`src/rtl/wmm_pkg.sv`:
```
// shared constants and types for the windowed min/max filter
`default_nettype none

package wmm_pkg;

    // fixed width of the time, value, best value and data fields on the channels
    localparam int FIELD_WIDTH = 32;

    // default internal widths of time and value
    localparam int TIME_WIDTH_DEF  = 32;
    localparam int VALUE_WIDTH_DEF = 32;

    // configuration register map
    localparam int CFG_INDEX_WIDTH = 8;
    localparam logic [CFG_INDEX_WIDTH-1:0] CFG_WINDOW_LENGTH = CFG_INDEX_WIDTH'(0);
    localparam logic [CFG_INDEX_WIDTH-1:0] CFG_TRACK_MAX     = CFG_INDEX_WIDTH'(1);

    // register reset values
    localparam logic [FIELD_WIDTH-1:0] WINDOW_LENGTH_RESET = FIELD_WIDTH'(1000);
    localparam logic                   TRACK_MAX_RESET     = 1'b0;

    // subwindow fractions as right shifts of the window length
    localparam int QUARTER_SHIFT = 2;
    localparam int HALF_SHIFT    = 1;

    // configuration as seen by the slot update
    typedef struct packed {
        logic [FIELD_WIDTH-1:0] window_length;
        logic                   track_max;
    } t_wmm_cfg;

endpackage

`default_nettype wire

```
`src/rtl/wmm_ifs.sv`:
```
// channel interfaces: sample input, result output and configuration writes
`default_nettype none

interface wmm_in_if import wmm_pkg::*; ();
    logic                   valid;
    logic                   ready;
    logic [FIELD_WIDTH-1:0] sample_time;
    logic [FIELD_WIDTH-1:0] sample_value;
    logic                   restart;

    modport source (output valid, output sample_time, output sample_value,
                    output restart, input ready);
    modport sink   (input valid, input sample_time, input sample_value,
                    input restart, output ready);
endinterface

interface wmm_out_if import wmm_pkg::*; ();
    logic                   valid;
    logic                   ready;
    logic [FIELD_WIDTH-1:0] best_value;

    modport source (output valid, output best_value, input ready);
    modport sink   (input valid, input best_value, output ready);
endinterface

interface wmm_cfg_if import wmm_pkg::*; ();
    logic                       valid;
    logic                       ready;
    logic [CFG_INDEX_WIDTH-1:0] index;
    logic [FIELD_WIDTH-1:0]     data;

    modport source (output valid, output index, output data, input ready);
    modport sink   (input valid, input index, input data, output ready);
endinterface

`default_nettype wire

```
`src/rtl/wmm_cfg.sv`:
```
// configuration registers: window length and min/max mode
`default_nettype none

module wmm_cfg import wmm_pkg::*; (
    input  wire logic     i_clk,
    input  wire logic     i_rst_n,
    wmm_cfg_if.sink       i_cfg,
    output t_wmm_cfg      o_cfg
);

    logic [FIELD_WIDTH-1:0] r_window_length;
    logic                   r_track_max;

    // writes are always taken
    assign i_cfg.ready = 1'b1;

    // register file, unknown indexes are dropped
    always_ff @(posedge i_clk) begin
        if (!i_rst_n) begin
            r_window_length <= WINDOW_LENGTH_RESET;
            r_track_max     <= TRACK_MAX_RESET;
        end else if (i_cfg.valid) begin
            case (i_cfg.index)
                CFG_WINDOW_LENGTH: r_window_length <= i_cfg.data;
                CFG_TRACK_MAX:     r_track_max     <= i_cfg.data[0];
                default: ;
            endcase
        end
    end

    assign o_cfg.window_length = r_window_length;
    assign o_cfg.track_max     = r_track_max;

endmodule

`default_nettype wire

```
`src/rtl/wmm_slots.sv`:
```
// three candidate slots and their combinational update, registered on each step
`default_nettype none

module wmm_slots import wmm_pkg::*; #(
    parameter int TIME_WIDTH  = TIME_WIDTH_DEF,
    parameter int VALUE_WIDTH = VALUE_WIDTH_DEF
) (
    input  wire logic                   i_clk,
    input  wire logic                   i_rst_n,
    input  wire logic                   i_step,
    input  wire logic [TIME_WIDTH-1:0]  i_time,
    input  wire logic [VALUE_WIDTH-1:0] i_value,
    input  wire logic                   i_restart,
    input  wire t_wmm_cfg               i_cfg,
    output logic [VALUE_WIDTH-1:0]      o_best
);

    logic [TIME_WIDTH-1:0]  r_t [3];
    logic [VALUE_WIDTH-1:0] r_v [3];
    logic                   r_seeded;
    logic [TIME_WIDTH-1:0]  n_t [3];
    logic [VALUE_WIDTH-1:0] n_v [3];
    logic                   n_seed;

    // candidate slots after the later-slot improvement
    logic [TIME_WIDTH-1:0]  w_a1_t, w_a2_t;
    logic [VALUE_WIDTH-1:0] w_a1_v, w_a2_v;
    logic                   w_imp1, w_imp2;
    logic [TIME_WIDTH-1:0]  w_el0, w_el1, w_el2, w_el_a1;
    logic [FIELD_WIDTH-1:0] w_quarter, w_half;

    // a at least as good as b under the current mode
    function automatic logic as_good(input logic [VALUE_WIDTH-1:0] a,
                                     input logic [VALUE_WIDTH-1:0] b,
                                     input logic                   max_mode);
        return max_mode ? (a >= b) : (a <= b);
    endfunction

    // elapsed time beyond a limit, both widened to a common width
    function automatic logic beyond(input logic [TIME_WIDTH-1:0]  el,
                                    input logic [FIELD_WIDTH-1:0] lim);
        logic [TIME_WIDTH+FIELD_WIDTH-1:0] a;
        logic [TIME_WIDTH+FIELD_WIDTH-1:0] b;
        a = {{FIELD_WIDTH{1'b0}}, el};
        b = {{TIME_WIDTH{1'b0}}, lim};
        return a > b;
    endfunction

    // modular elapsed times against the stored slots
    assign w_el0 = i_time - r_t[0];
    assign w_el1 = i_time - r_t[1];
    assign w_el2 = i_time - r_t[2];

    assign w_quarter = i_cfg.window_length >> QUARTER_SHIFT;
    assign w_half    = i_cfg.window_length >> HALF_SHIFT;

    assign n_seed = i_restart || !r_seeded
                  || as_good(i_value, r_v[0], i_cfg.track_max)
                  || beyond(w_el2, i_cfg.window_length);

    // improvement of slots one and two
    assign w_imp1 = as_good(i_value, r_v[1], i_cfg.track_max);
    assign w_imp2 = as_good(i_value, r_v[2], i_cfg.track_max);

    always_comb begin
        w_a1_t  = r_t[1];
        w_a1_v  = r_v[1];
        w_a2_t  = r_t[2];
        w_a2_v  = r_v[2];
        w_el_a1 = w_el1;
        if (w_imp1) begin
            w_a1_t  = i_time;
            w_a1_v  = i_value;
            w_a2_t  = i_time;
            w_a2_v  = i_value;
            w_el_a1 = '0;
        end else if (w_imp2) begin
            w_a2_t = i_time;
            w_a2_v = i_value;
        end
    end

    // seeding, expiry shifts and subwindow refreshes
    always_comb begin
        n_t[0] = r_t[0];
        n_v[0] = r_v[0];
        n_t[1] = w_a1_t;
        n_v[1] = w_a1_v;
        n_t[2] = w_a2_t;
        n_v[2] = w_a2_v;
        if (n_seed) begin
            for (int k = 0; k < 3; k++) begin
                n_t[k] = i_time;
                n_v[k] = i_value;
            end
        end else if (beyond(w_el0, i_cfg.window_length)) begin
            if (beyond(w_el_a1, i_cfg.window_length)) begin
                // double shift: third slot moves to the front
                n_t[0] = w_a2_t;
                n_v[0] = w_a2_v;
                n_t[1] = i_time;
                n_v[1] = i_value;
            end else begin
                n_t[0] = w_a1_t;
                n_v[0] = w_a1_v;
                n_t[1] = w_a2_t;
                n_v[1] = w_a2_v;
            end
            n_t[2] = i_time;
            n_v[2] = i_value;
        end else if (w_a1_t == r_t[0] && beyond(w_el0, w_quarter)) begin
            n_t[1] = i_time;
            n_v[1] = i_value;
            n_t[2] = i_time;
            n_v[2] = i_value;
        end else if (w_a2_t == w_a1_t && beyond(w_el0, w_half)) begin
            n_t[2] = i_time;
            n_v[2] = i_value;
        end
    end

    assign o_best = n_v[0];

    // slot storage
    always_ff @(posedge i_clk) begin
        if (i_step) begin
            for (int k = 0; k < 3; k++) begin
                r_t[k] <= n_t[k];
                r_v[k] <= n_v[k];
            end
        end
    end

    // seeded flag
    always_ff @(posedge i_clk) begin
        if (!i_rst_n) begin
            r_seeded <= 1'b0;
        end else if (i_step) begin
            r_seeded <= 1'b1;
        end
    end

    a_seed_fills_all: assert property (@(posedge i_clk) disable iff (!i_rst_n)
        (i_step && n_seed) |=> (r_t[0] == r_t[1] && r_t[1] == r_t[2]
                                && r_v[0] == r_v[1] && r_v[1] == r_v[2]))
        else $error("seeding left slots unequal");

    a_restart_takes_sample: assert property (@(posedge i_clk) disable iff (!i_rst_n)
        (i_step && i_restart) |=> (r_v[0] == $past(i_value) && r_t[0] == $past(i_time)))
        else $error("restart did not seed slot zero");

    a_seeded_after_step: assert property (@(posedge i_clk) disable iff (!i_rst_n)
        i_step |=> r_seeded)
        else $error("seeded flag not set after a word");

endmodule

`default_nettype wire

```
`src/rtl/windowed_min_max_filter.sv`:
```
// Windowed min/max filter: running minimum or maximum over a sliding time
// window using three candidate slots. One result word per sample word. A
// word is registered on entry, the slot update runs combinationally between
// that input register and the result register, so a new word is taken
// every cycle while the result register is empty or its word is taken; a
// sample passes through the input register and then the result register.
// The input register takes one more word while a result is stalled.
// Configuration writes are taken at once and must only happen while idle.
`default_nettype none

module windowed_min_max_filter import wmm_pkg::*; #(
    parameter int TIME_WIDTH  = TIME_WIDTH_DEF,
    parameter int VALUE_WIDTH = VALUE_WIDTH_DEF
) (
    input  wire logic i_clk,
    input  wire logic i_rst_n,
    wmm_cfg_if.sink   i_cfg,
    wmm_in_if.sink    i_in,
    wmm_out_if.source o_out
);

    t_wmm_cfg               w_cfg;
    logic                   r_in_valid;
    logic [TIME_WIDTH-1:0]  r_in_time;
    logic [VALUE_WIDTH-1:0] r_in_value;
    logic                   r_in_restart;
    logic                   r_out_valid;
    logic [FIELD_WIDTH-1:0] r_out_best;
    logic                   w_advance;
    logic [VALUE_WIDTH-1:0] w_best;

    logic [TIME_WIDTH+FIELD_WIDTH-1:0]  w_time_ext;
    logic [VALUE_WIDTH+FIELD_WIDTH-1:0] w_value_ext;
    logic [VALUE_WIDTH+FIELD_WIDTH-1:0] w_best_ext;

    wmm_cfg u_cfg (
        .i_clk   (i_clk),
        .i_rst_n (i_rst_n),
        .i_cfg   (i_cfg),
        .o_cfg   (w_cfg)
    );

    // word moves from input register into slots and result register
    assign w_advance  = r_in_valid && (!r_out_valid || o_out.ready);
    assign i_in.ready = !r_in_valid || w_advance;

    // fit channel fields to internal widths
    assign w_time_ext  = {{TIME_WIDTH{1'b0}}, i_in.sample_time};
    assign w_value_ext = {{VALUE_WIDTH{1'b0}}, i_in.sample_value};
    assign w_best_ext  = {{FIELD_WIDTH{1'b0}}, w_best};

    // input register
    always_ff @(posedge i_clk) begin
        if (!i_rst_n) begin
            r_in_valid <= 1'b0;
        end else if (i_in.ready) begin
            r_in_valid <= i_in.valid;
        end
    end

    always_ff @(posedge i_clk) begin
        if (i_in.ready && i_in.valid) begin
            r_in_time    <= w_time_ext[TIME_WIDTH-1:0];
            r_in_value   <= w_value_ext[VALUE_WIDTH-1:0];
            r_in_restart <= i_in.restart;
        end
    end

    wmm_slots #(
        .TIME_WIDTH  (TIME_WIDTH),
        .VALUE_WIDTH (VALUE_WIDTH)
    ) u_slots (
        .i_clk     (i_clk),
        .i_rst_n   (i_rst_n),
        .i_step    (w_advance),
        .i_time    (r_in_time),
        .i_value   (r_in_value),
        .i_restart (r_in_restart),
        .i_cfg     (w_cfg),
        .o_best    (w_best)
    );

    // result register
    always_ff @(posedge i_clk) begin
        if (!i_rst_n) begin
            r_out_valid <= 1'b0;
        end else if (w_advance) begin
            r_out_valid <= 1'b1;
        end else if (o_out.ready) begin
            r_out_valid <= 1'b0;
        end
    end

    always_ff @(posedge i_clk) begin
        if (w_advance) begin
            r_out_best <= w_best_ext[FIELD_WIDTH-1:0];
        end
    end

    assign o_out.valid      = r_out_valid;
    assign o_out.best_value = r_out_best;

    a_advance_loads_result: assert property (@(posedge i_clk) disable iff (!i_rst_n)
        w_advance |=> r_out_valid)
        else $error("result register not loaded after a word moved");

    a_stalled_word_kept: assert property (@(posedge i_clk) disable iff (!i_rst_n)
        (r_in_valid && !w_advance) |=> (r_in_valid && $stable(r_in_value)
                                        && $stable(r_in_time)))
        else $error("input word lost while the result side stalls");

    a_empty_stage_ready: assert property (@(posedge i_clk) disable iff (!i_rst_n)
        !r_in_valid |-> i_in.ready)
        else $error("empty input register refuses a word");

endmodule

`default_nettype wire
```
`src/flat_wrapper.sv`:
```
// flat-port wrapper written by rule: the top's interface ports become plain ports
module windowed_min_max_filter_flat import wmm_pkg::*;
#(
    parameter int TIME_WIDTH  = TIME_WIDTH_DEF,
    parameter int VALUE_WIDTH = VALUE_WIDTH_DEF
)
  (i_clk, i_rst_n, i_cfg_valid, i_cfg_index, i_cfg_data, i_cfg_ready, i_in_valid, i_in_sample_time, i_in_sample_value, i_in_restart, i_in_ready, o_out_valid, o_out_best_value, o_out_ready);
  wmm_cfg_if i_cfg_i ();
  wmm_in_if i_in_i ();
  wmm_out_if o_out_i ();
  input  wire logic i_clk;
  input  wire logic i_rst_n;
  input wire logic [$bits(i_cfg_i.valid)-1:0] i_cfg_valid;
  input wire logic [$bits(i_cfg_i.index)-1:0] i_cfg_index;
  input wire logic [$bits(i_cfg_i.data)-1:0] i_cfg_data;
  output wire logic [$bits(i_cfg_i.ready)-1:0] i_cfg_ready;
  input wire logic [$bits(i_in_i.valid)-1:0] i_in_valid;
  input wire logic [$bits(i_in_i.sample_time)-1:0] i_in_sample_time;
  input wire logic [$bits(i_in_i.sample_value)-1:0] i_in_sample_value;
  input wire logic [$bits(i_in_i.restart)-1:0] i_in_restart;
  output wire logic [$bits(i_in_i.ready)-1:0] i_in_ready;
  output wire logic [$bits(o_out_i.valid)-1:0] o_out_valid;
  output wire logic [$bits(o_out_i.best_value)-1:0] o_out_best_value;
  input wire logic [$bits(o_out_i.ready)-1:0] o_out_ready;
  assign i_cfg_i.valid = i_cfg_valid;
  assign i_cfg_i.index = i_cfg_index;
  assign i_cfg_i.data = i_cfg_data;
  assign i_cfg_ready = i_cfg_i.ready;
  assign i_in_i.valid = i_in_valid;
  assign i_in_i.sample_time = i_in_sample_time;
  assign i_in_i.sample_value = i_in_sample_value;
  assign i_in_i.restart = i_in_restart;
  assign i_in_ready = i_in_i.ready;
  assign o_out_valid = o_out_i.valid;
  assign o_out_best_value = o_out_i.best_value;
  assign o_out_i.ready = o_out_ready;
  windowed_min_max_filter #(.TIME_WIDTH(TIME_WIDTH), .VALUE_WIDTH(VALUE_WIDTH)) u_core (.i_clk(i_clk), .i_rst_n(i_rst_n), .i_cfg(i_cfg_i), .i_in(i_in_i), .o_out(o_out_i));
endmodule
```
`config.mk`:
```
export PLATFORM = sky130hd
export DESIGN_NAME = windowed_min_max_filter_flat
export DESIGN_NICKNAME = d
export VERILOG_FILES = /design/src/rtl/wmm_pkg.sv /design/src/rtl/wmm_ifs.sv /design/src/rtl/wmm_cfg.sv /design/src/rtl/wmm_slots.sv /design/src/rtl/windowed_min_max_filter.sv /design/src/flat_wrapper.sv
export SDC_FILE = /design/constraint.sdc
export NUM_CORES = 1
export LEC_CHECK = 0
export BUFFER_PORTS_ARGS = -buffer_cell sky130_fd_sc_hd__buf_2
export CAP_MARGIN = 15
export CORE_ASPECT_RATIO = 0.7
export CORE_MARGIN = 2
export CORE_UTILIZATION = 63
export DETAILED_ROUTE_END_ITERATION = 10
export PLACE_DENSITY_LB_ADDON = 0.05
export SYNTH_ARGS = -nofsm -noshare
export SYNTH_HDL_FRONTEND = slang
export SYNTH_SLANG_ARGS = --single-unit
```
`constraint.sdc`:
```
create_clock -name i_clk -period 13.3 [get_ports i_clk]
set_input_delay 1.33 -clock i_clk [delete_from_list [all_inputs] [get_ports i_clk]]
set_output_delay 1.33 -clock i_clk [all_outputs]
set_load 0.1 [all_outputs]
```
* Word level (Yosys, flattened, before mapping)
Memory sizes are Yosys's and may differ from the RTL's.
Index checks and enable logic that the tools add are counted.
** Word-level totals
- Output and inout bits :: 35
- ROM bits :: 0
- Latch bits :: 0
- Flip-flop bits (word level) :: 133
- Logic and storage cells :: 72
- Input port bits :: 110
- RAM bits :: 192
- Memories :: 2
** Memories
- u_core.u_slots.r_t :: depth 3, width 32, rd ports 3, clocked after memory_dff 0, wr ports 3, line wmm_slots.sv:18 : logic [TIME_WIDTH-1:0] r_t [3];
- u_core.u_slots.r_v :: depth 3, width 32, rd ports 3, clocked after memory_dff 0, wr ports 3, line wmm_slots.sv:19 : logic [VALUE_WIDTH-1:0] r_v [3];
** Operators by class
- Bitwise operators :: 0
- $mul :: 0
- Reduce and logical (&&, ||, !) cells :: 16
- Shifts and indexed selects :: 0
- Add/sub/neg operators :: 3
- Muxes and demuxes :: 28
- Equality and inequality tests :: 3
- $lt $le $gt $ge :: 11
- Div/mod/pow operators :: 0
** Operators by type and width (number)
- 32-bit 2-to-1 mux :: 15
- 64-bit 2-to-1 mux :: 4
- 96-bit 2-to-1 mux :: 2
- 32-bit >= comparator :: 3
- 32-bit greater-than comparator :: 3
- 32-bit <= comparator :: 3
- 32-bit subtractor :: 3
- 32-bit == test :: 2
- 32-bit by 30-bit greater-than comparator with 1-bit output :: 1
- 32-bit by 31-bit greater-than comparator with 1-bit output :: 1
- 8-bit by 1-bit == test with 1-bit output (second input constant) :: 1
- 8-bit logical NOT :: 1
- 1-bit 2-to-1 mux :: 7
- 1-bit logical OR :: 5
- 1-bit logical AND :: 4
- 2-bit AND reduction :: 2
- 1-bit logical NOT :: 3
- 2-bit nonzero test :: 1

* Longest topological paths before layout
An unclocked memory read counts as a cell.
- Depth in word-level cells :: 11
- Mapped depth :: 32
- Gate-level depth less buffers :: 29

* Hierarchy
Synthesis repeated with hierarchy kept, for this count alone.
** Unflattened totals
- Cells, all modules :: 2810
- Area total of the unflattened synthesis :: 26691.8 µm²
** Modules (own cells, without submodules)
- wmm_slots :: instances 1, sequential area each 5785.5 µm², cells each 2555, area each 22273.9 µm²
- windowed_min_max_filter :: instances 1, sequential area each 2952.8 µm², cells each 106, area each 3016.6 µm²
- wmm_cfg :: instances 1, sequential area each 660.6 µm², cells each 149, area each 1401.3 µm²

* Worst setup path after synthesis
No wires, ideal clock.
- Kind :: in2reg
- From :: input port o_out_ready
- To :: register u_core.r_out_best[0], in the netlist u_core.o_out.best_value[0] (enable)
- Stages on the path :: 3
- Data required time :: 12.807 ns
- Data arrival time :: 10.191 ns
- Slack :: 2.616 ns
- Buffers on the path :: 0
- Library setup time :: 0.493 ns
- Cell sequence :: nor2b_1 -> nor2b_1 -> nor2b_1
** On the way
- Word-level cells in the longest chain between the ends :: 2
** RTL lines
- start, declared :: line flat_wrapper.sv:24 : input wire logic [$bits(o_out_i.ready)-1:0] o_out_ready;
- 1-bit logical OR :: line windowed_min_max_filter.sv:44 : assign w_advance = r_in_valid && (!r_out_valid || o_out.ready);
- 1-bit logical AND :: line windowed_min_max_filter.sv:44
- named net u_core.u_slots.i_step :: line wmm_slots.sv:10 : input wire logic i_step,
- end signal, assigned :: line windowed_min_max_filter.sv:96 : r_out_best <= w_best_ext[FIELD_WIDTH-1:0];
- end, declared :: line windowed_min_max_filter.sv:28 : logic [FIELD_WIDTH-1:0] r_out_best;
The timed path passes the listed nets, and every way through them passes these cells.
A chain may end at the register's enable or synchronous reset.

==> summary by stage <==
Outcome
The run finished with clean final reports.

Drt
The starting DRC count in detailed routing is roughly 3.6k. The detail route stage leaves a number of antenna-violating nets equal to 0. After detailed routing, the number of remaining DRC violations is 0. The detailed-route via count is roughly 23k. In the final routed layout, each cell accounts on average for 26.4 um. Dividing the detail-routed via count by the number of cells gives around 6.8. The routed design has between 80000 and 90000 um of wire. The first detailed-routing pass ran for 7 iterations.

Yosys
Counting distinct cell types in the post-synthesis netlist gives slightly above 80. The average instance area after synthesis is about 9 um2. Multiplexer cells account for approximately 2.2% of the synthesized area.

The number of nets handed over by synthesis was approximately 3.2k. By area, the combinational part of the netlist is dominated by compound AO/OA/AOI/OAI gates. The most used flip-flop cell after synthesis is sky130_fd_sc_hd__edfxtp_1. Summing the sequential cell areas from Yosys gives 33.5% of the chip area. The number of register bits inferred by synthesis is 293. The synthesized netlist devotes 22.2% of its cell area to compound gates. Summing the areas of all fa, ha and maj instances in the mapped netlist gives between 15 and 20% of the synthesized area. The number of warnings issued by yosys is 0. Summing the areas of all xor and xnor instances in the mapped netlist gives slightly above 5% of the synthesized area. The synthesized design contains around 260 enable-type register cells. The synthesized instance count is approximately 2.8k.

In the synthesized netlist the async set-or-reset flop fraction comes to 0%. Summing the areas of all and, or, nand and nor instances in the mapped netlist gives 12.4% of the synthesized area. Summing every instance area after synthesis gives between 20000 and 30000 um2.

Floorplan
After floorplanning, the core was divided into 61 placement rows. The die is between 150 and 200 um tall. The x dimension of the die is roughly 240 um.

After floorplanning, the core was sized to cover 39500 um2. The initial core utilization is between 60% and 70%. The number of I/O pins is roughly 150.

The die covers between 40000 and 50000 um2.

Timing
After routing, the total negative slack on setup checks comes to 0 ps. The post-route clock skew is around 22 ps. The final count of hold timing violations is 0. The number of slew-limit violations in the final report came to 0. The worst slew margin relative to its limit is between 10% and 20%. For the finished layout, the period the worst path requires is slightly above 9000 ps. The peak clock frequency supported by timing is about 0.11 GHz. For the pin with the worst max-slew slack, the measured transition is 1260 ps. Setup violations remaining at the end of the flow were counted as 0. The final critical path takes up ~69% of the cycle.

Setup repair after global routing left no endpoint under its margin.

CTS
The clock passes through at most 3 buffers. The total CTS buffers is 34. The total of hold buffers inserted after clock tree synthesis is 0. The post-cts gate resize count is 0. After clock tree synthesis, the clock-pin slew on the worst setup and hold paths is approximately 60 ps. The clock sink count is slightly below 300. The clock latency on the worst-skew pair is 550 ps. TritonCTS built the clock tree. In this run the clock root is driven by a sky130_fd_sc_hd__clkbuf_16. The H-tree level count is 2.

In this run the post-CTS setup repair buffer count came out at 0.

Power and ir drop
The overall power of the completed layout is 3.04 mW. In this run the static leakage power is roughly 12 nW. IR analysis of the VDD net gives a maximum drop of between 0.00015 and 0.0002 V. The power density over cell area is about 110 nW/um2.

Worst setup path
The maximum net fanout on the critical path is 38. On the worst path, the slowest cell contributes a delay of 930 ps. On the critical path, the stage with the largest delay is an instance of sky130_fd_sc_hd__o311ai_0. The required time of the worst setup path is 13600 ps.

The type of destination of the critical path is a flip-flop. For the worst setup path, the data arrival time is ~9500 ps. The minimum setup slack among reg-to-reg paths is 4080 ps. The kind of start point of the critical path is a flip-flop. The critical path class is flip-flop to flip-flop.

Global routing
The first global-routing pass estimated 133000 um of wire. The number of antenna violations at the first check in global routing is 5. The number of global-route vias before repair was around 22k.

The pin count of the biggest net entering global routing is 68. The total congestion overflow after global routing is 0. In the global route stage, overall resource usage came out at 42.0%.

Place
The HPWL reported at the end of detailed placement is between 60000 and 70000 um. The number of I/O port buffers is ~140. Routability-driven placement finished with a final weighted congestion of 1.06.

Cells and area
The layout has between 3k and 4k filler cells. The net count of the finished layout is approximately 3.3k. The final core area utilization is slightly below 70%. The commonest non-fill, non-tap cell in the layout is sky130_fd_sc_hd__ha_1.

The area added between synthesis and finish is 8.18%. The top cell types in the final layout, fill and taps aside, are sky130_fd_sc_hd__ha_1, sky130_fd_sc_hd__inv_1, sky130_fd_sc_hd__a21oi_1. In the final layout, the share of cells above drive strength 1 is roughly 8.5%.

Worst hold path
The class of the worst hold path is flip-flop to flip-flop.

Run
The tool flagged a number of max-cap violations equal to 0.
## cells by family after synthesis
group | count (synthesis)
muxes | 54
adders and majority gates | 349
and+or+nand+nor | 638
DFF | 293
buffers and inverters | 431
other | 1
xor gates and xnor gates | 149
AOI/OAI and AO/OA | 868
## synth_stat cells, drive strengths merged, types with 65 or more instances
master  number  share of area, %
a21o        84               2.5
a21oi      260               5.2
clkbuf      87               1.3
edfxtp     257                31
ha         346                17
inv        296               4.4
nand2      179               2.7
nand3       86               1.7
nor2       140               2.1
o21ai      162               3.2
o22a        65               2.3
o22ai       78               1.9
xnor2       71               2.5
xor2        78               2.7
## routing by layer
layer	share of wire (%)	GRT usage, %
met1	42	61.3
met2	39	57.6
met3	15	14.6
met4	3.0	12.9
met5	0.14	2.35
## area by class of cell
type	instances	area (um2)	share of cell area [%]
multi-input cells	2059	15100	55.2
flip-flops and latches	293	8440	31.0
inverters	296	1110	4.08
clock buffers	43	936	3.44
repair buffers	165	881	3.23
well taps	535	669	2.46
clock inverters	15	148	0.542
diodes	3	7.51	0.0276
## per-stage QoR
step	std cells	worst slack [ps]	hold slack [ps]	instance area [um2]
global route	3406	3890	490	27200
floorplan	2783	2620	433	25200
detailed placement	3348	4500	460	26200
global placement	3348	4690	442	26200
finish	3409	4080	464	27200
CTS	3406	4470	468	27200
## state kept, by name, indices dropped and copies added, names as in the netlist
register / flops
u_core.o_out.best_value: 31
u_core.o_out.valid: 1
u_core.r_in_restart: 1
u_core.r_in_time: 32
u_core.r_in_valid: 1
u_core.r_in_value: 32
u_core.u_cfg.r_track_max: 1
u_core.u_cfg.r_window_length: 32
u_core.u_slots.r_seeded: 1
u_core.u_slots.r_t: 96
u_core.u_slots.r_v: 65
## path summary, 6_finish.rpt
check,start,end,cells past startpoint
worst max register to register,u_core.r_in_time[4]$_DFFE_PP_,u_core.u_slots.r_t[0][90]$_DFFE_PP_,25
worst min register to register,u_core.u_cfg.r_window_length[22]$_SDFFE_PN0P_,u_core.u_cfg.r_window_length[22]$_SDFFE_PN0P_,2
worst max-delay path,u_core.r_in_time[4]$_DFFE_PP_,u_core.u_slots.r_t[0][90]$_DFFE_PP_,25
worst min-delay path,u_core.u_cfg.r_window_length[22]$_SDFFE_PN0P_,u_core.u_cfg.r_window_length[22]$_SDFFE_PN0P_,2
## critical path: cells and delay by family, from the launching register on
family	cells	cell delay, ps
AOI/OAI and AO/OA	12	3970
adders and majority gates	2	930
and+or+nand+nor	9	2190
muxes	1	390
buffers and inverters	1	690
DFF	1	690
## where the power goes
group	switching, mW	internal [mW]
logic	0.628	0.348
clock network	0.410	0.538
registers	0.0674	1.05
Power figures use the tool's default switching activity.
